[src/sv/rnas_pkg.sv]
package rnas_pkg;

    localparam int N_INPUTS_DEF  = 12;
    localparam int N_HIDDEN_DEF  = 4;
    localparam int N_OUTPUTS_DEF = 4;
    localparam int NUM_CHOICES   = 4;
    localparam logic signed [15:0] ONE_Q88 = 16'sd256;

    localparam logic [1:0] ACT_WR_WEIGHT = 2'd0;
    localparam logic [1:0] ACT_WR_INPUT  = 2'd1;
    localparam logic [1:0] ACT_EVALUATE  = 2'd2;

    typedef enum logic [1:0] {
        ST_IDLE,
        ST_MAC,
        ST_COMMIT,
        ST_REPORT
    } t_state;

    // Row-sum accumulator round and saturate: floor((acc + 128) / 256) clamped.
    function automatic logic signed [15:0] round_sat(input logic signed [47:0] acc);
        logic signed [47:0] x;
        logic signed [39:0] q;
        x = acc + 48'sd128;
        q = x[47:8];
        if (q > 40'sd32767)       round_sat = 16'sd32767;
        else if (q < -40'sd32768) round_sat = -16'sd32768;
        else                      round_sat = q[15:0];
    endfunction

    function automatic logic [8:0] tanh_tab(input logic [5:0] k);
        logic [8:0] t;
        unique case (k)
            6'd0: t = 9'd0;     6'd1: t = 9'd32;    6'd2: t = 9'd63;
            6'd3: t = 9'd92;    6'd4: t = 9'd118;   6'd5: t = 9'd142;
            6'd6: t = 9'd163;   6'd7: t = 9'd180;   6'd8: t = 9'd195;
            6'd9: t = 9'd207;   6'd10: t = 9'd217;  6'd11: t = 9'd225;
            6'd12: t = 9'd232;  6'd13: t = 9'd237;  6'd14: t = 9'd241;
            6'd15: t = 9'd244;  6'd16: t = 9'd247;  6'd17: t = 9'd249;
            6'd18: t = 9'd250;  6'd19: t = 9'd252;  6'd20: t = 9'd253;
            6'd21: t = 9'd253;  6'd22: t = 9'd254;  6'd23: t = 9'd254;
            6'd24: t = 9'd255;  6'd25: t = 9'd255;  6'd26: t = 9'd255;
            6'd27: t = 9'd255;
            default: t = 9'd256;
        endcase
        tanh_tab = t;
    endfunction

    function automatic logic signed [15:0] tanh_q88(input logic signed [15:0] v);
        logic [16:0] a;
        logic [4:0]  i;
        logic [4:0]  f;
        logic signed [10:0] d;
        logic signed [16:0] p;
        logic [8:0]  r;
        a = v[15] ? (17'd0 - {v[15], v}) : {1'b0, v};
        i = a[9:5];
        f = a[4:0];
        d = $signed({2'b00, tanh_tab({1'b0, i} + 6'd1)}) - $signed({2'b00, tanh_tab({1'b0, i})});
        p = (d * $signed({12'd0, f})) + 17'sd16;
        if (a >= 17'd1024) r = 9'd256;
        else r = tanh_tab({1'b0, i}) + 9'(p >>> 5);
        tanh_q88 = v[15] ? -$signed({7'd0, r}) : $signed({7'd0, r});
    endfunction

endpackage

[src/sv/rnas_cell.sv]
// One row of the net: holds its weights, accumulates as neurons stream past,
// and passes each neuron on to the next row.
module rnas_cell #(
    parameter int NUM_COLS = 16,
    parameter int IDX_W    = 4
) (
    input  logic                    i_clk,
    input  logic                    i_rst_n,
    input  logic                    i_w_we,
    input  logic [IDX_W-1:0]        i_w_col,
    input  logic signed [15:0]      i_w_val,
    input  logic                    i_clr,
    input  logic                    i_nv,
    input  logic [IDX_W-1:0]        i_ncol,
    input  logic signed [15:0]      i_nval,
    output logic                    o_nv,
    output logic [IDX_W-1:0]        o_ncol,
    output logic signed [15:0]      o_nval,
    output logic signed [47:0]      o_acc
);
    import rnas_pkg::*;

    logic signed [15:0] r_w [NUM_COLS];
    logic signed [47:0] r_acc;
    logic               r_nv;
    logic [IDX_W-1:0]   r_ncol;
    logic signed [15:0] r_nval;
    logic signed [31:0] w_prod;

    assign w_prod = r_w[i_ncol] * i_nval;

    always_ff @(posedge i_clk) begin
        if (!i_rst_n) begin
            for (int k = 0; k < NUM_COLS; k++) r_w[k] <= '0;
            r_nv <= 1'b0;
        end else begin
            if (i_w_we) r_w[i_w_col] <= i_w_val;
            r_nv <= i_nv;
        end
        r_ncol <= i_ncol;
        r_nval <= i_nval;
        if (i_clr) r_acc <= '0;
        else if (i_nv) r_acc <= r_acc + 48'(w_prod);
    end

    assign o_nv   = r_nv;
    assign o_ncol = r_ncol;
    assign o_nval = r_nval;
    assign o_acc  = r_acc;
endmodule

[config.mk]
export PLATFORM = sky130hd
export DESIGN_NAME = rnas_cell
export DESIGN_NICKNAME = d
export VERILOG_FILES = /design/src/sv/rnas_pkg.sv /design/src/sv/rnas_cell.sv
export SDC_FILE = /design/constraint.sdc
export NUM_CORES = 1
export LEC_CHECK = 0
export ABC_AREA = 1
export BUFFER_PORTS_ARGS = -buffer_cell sky130_fd_sc_hd__buf_2
export CAP_MARGIN = 40
export CORE_ASPECT_RATIO = 1.2
export CORE_MARGIN = 2
export CORE_UTILIZATION = 43
export CTS_CLUSTER_SIZE = 30
export DETAILED_ROUTE_END_ITERATION = 8
export GPL_TIMING_DRIVEN = 0
export RECOVER_POWER = 50
export SKIP_LAST_GASP = 1
export SYNTH_ARGS = -nofsm -noshare
export SYNTH_HDL_FRONTEND = slang
export SYNTH_SLANG_ARGS = --single-unit
[constraint.sdc]
create_clock -name i_clk -period 12.6 [get_ports i_clk]
set_clock_uncertainty 0.2 [all_clocks]
set_input_delay 3.15 -clock i_clk [delete_from_list [all_inputs] [get_ports i_clk]]
set_output_delay 3.15 -clock i_clk [all_outputs]
set_load 0.01 [all_outputs]
==> results.toml <==
[setup_path]
crit_cells = 33
worstPathRequired_ns = 12.88
cp_top_family = "adder cells"
slowest_stage = "fa_1"
rr_worst_depth = 29
critPathKind = "in2reg"
path_buf_inv = 12
cp-startpoint = "i_ncol[0]"
r2r_end = "o_acc[39]"
regToRegSetupSlack_ns = 4.31
cp-endpoint = "o_acc[39]"
r2r-start = "r_w[15][15]"
arrival_ns = 11.60
cp-start-kind = "input pin"
cp-end-kind = "register"
slowest_delay_ns = 0.85
crit_path_max_fanout = 10

[yosys]
ys_warn_count = 0
synth_cell_types = 35
synth_cells = 3217
synth_edf_count = 256
synth_area_um2 = 28100
synth_top_flop_cell = "edfxtp_1"
synth_mux_area_share_pct = 0
synthArstFlopShare_pct = 0
syn_avg_cell_area_um2 = 8.73
ys_ff_latch = 325
yosys.area_share.simple_pct = 18.2
synth_fa_ha_area_share_pct = 31.6
seq_area_frac_synth_pct = 32.3
synth_top_family_by_area = "adder cells"
synthXorXnorAreaFrac_pct = 0.623
synth_fp_nets = 3755
synth_compound_area_share_pct = 6.65

[timing]
clock.fmax_mhz = 88.3
drv_slew = 0
tns_ns = 0
timing.slew.headroom_pct = 39.3
setup_viol = 0
min_period_ns = 11.32
grt_setup_unrepaired = "no"
tightest_slew_ns = 0.911
hold_violations = 0
fin_crit_sh_pct = 89.8

[global_routing]
antenna_found_initial = 0
grt_use_total_pct = 27.0
grt_pass1_vias = 23182
grt_pass1_wl_um = 137000
met2_usage_pct = 49.5
grt_max_degree = 30
use_met3_pct = 3.45
grt_overflow = 0
top_usage_layer = "met2"
use_met1_pct = 31.8

[cts]
clk_latency_ns = 0.58
clock_sinks = 325
h-tree-depth = 2
cts_tree = "done"
cts_hold_buf = 0
cts-resized-gates = 0
post_cts_buffers = 0
clockBufferDepth = 3
cts_made_buffers = 38
cts_root_buf = "clkbuf_16"
path_clk_slew_ns = 0.06

[drt]
first_pass_iters = 8
drtIter0Drc = 1763
wl_um = 88800
wl_per_cell_um = 20.9
via_count = 22404
via_per_inst = 5.28
drtAntennaViolNets = 0
drc_errors = 0

[die]
die_x_um = 237
dieArea_um2 = 67400
start_util_pct = 43.5
coreArea_um2 = 64600
io_pins = 114
core.rowCount = 102
fp.dieH_um = 284

[place]
dp.cells = 4171
dp_hpwl_um = 70200
gp_congestion = 0.987
io_buffers = 111

[final_layout]
synthToLayoutAreaGrowth_pct = 10.3
fin_cells = 4240
final_common_cell = "nor2_1"
diodes = 0
most-common-layout-cells = "692 x nor2_1, 624 x inv_1, 469 x nand2_1"
nNetsFinal = 3917
layout-drive-gt1-share_pct = 4.25

[hold_path]
min_path_type = "reg2reg"

[outcome]
status = "completed"

[job]
maxCapViolations = 0
## sequential cells by signal (all words and copies together), names as in the netlist
register  cells
o_acc        48
o_ncol        4
o_nv          1
o_nval       16
r_w         256
## worst register-to-register path, delay by kind of cell, from the launching register on
family | cells | cell delay [ns]
adder cells (fa/ha/maj) | 7 | 4.29
AND/OR/NAND/NOR | 14 | 2.13
buffers and inverters | 8 | 1.25
flip-flops | 1 | 0.33
## layout make-up
class | instances | area, um2
multi-input cells | 2131 | 16000
plain buffers | 122 | 584
flip-flops and latches | 325 | 9070
fillers | 6441 | 33600
repair buffers | 122 | 674
well taps | 832 | 1040
clock buffers | 62 | 1080
clock inverters | 7 | 108
inverters | 639 | 2400
## layer usage
| layer | vias up | routed length [um] |
|---|---|---|
| met1 | 11105 | 33500 |
| met4 | 0 | 3870 |
| met5 | - | 0 |
| met3 | 203 | 5450 |
| li1 | 10280 | - |
| met2 | 816 | 46000 |
## worst min-delay path by stage
stage,start,to,slack (ns),cells after the start
CTS,o_acc[2],o_acc[2],0.35,2
finish,o_acc[2],o_acc[2],0.35,2
global placement,o_acc[2],o_acc[2],0.33,2
floorplan,o_acc[14],o_acc[14],0.34,2
global route,o_acc[2],o_acc[2],0.39,2
detailed placement,o_acc[2],o_acc[2],0.33,2
## cells in the mapped netlist, types with 10 or more instances
master    number  area share, %
nor2_1       692            9.2
inv_1        625            8.3
nand2_1      469            6.3
fa_1         362             26
edfxtp_1     256             27
o21ai_0      161            2.9
ha_1         131            5.8
nand3_1      103            1.8
clkbuf_1      79            1.1
dfxtp_1       69            4.9
a21oi_1       54           0.96
o221ai_1      51            1.6
buf_2         18           0.32
nand4_1       17           0.38
xor2_1        16           0.50
o211ai_1      11           0.29
o21ai_1       11           0.20
inv_2         10           0.13
o22ai_1       10           0.22
## per-stage QoR
stage / utilization [%] / area [um2] / setup slack, ns / hold slack (ns)
global placement: 46.0 / 29700 / 0.828 / 0.325
finish: 48.0 / 31000 / 1.28 / 0.349
CTS: 48.2 / 31100 / 1.44 / 0.345
global route: 48.0 / 31000 / 0.840 / 0.390
detailed placement: 46.3 / 29900 / 0.837 / 0.330
floorplan: - / 28100 / 2.85 / 0.342
## kinds of logic (layout without fill, tap and decap cells)
logic type                 Yosys count  count (layout)
xor gates and xnor gates            20              20
DFF                                325             325
adders and majority gates          493             493
AOI/OAI and AO/OA                  315             315
and+or+nand+nor                   1303            1303
buffers and inverters              761             952
Power is left out: the tool's default activity adds up to more than one toggle a clock period on the data nets, which glitch-free logic cannot reach.
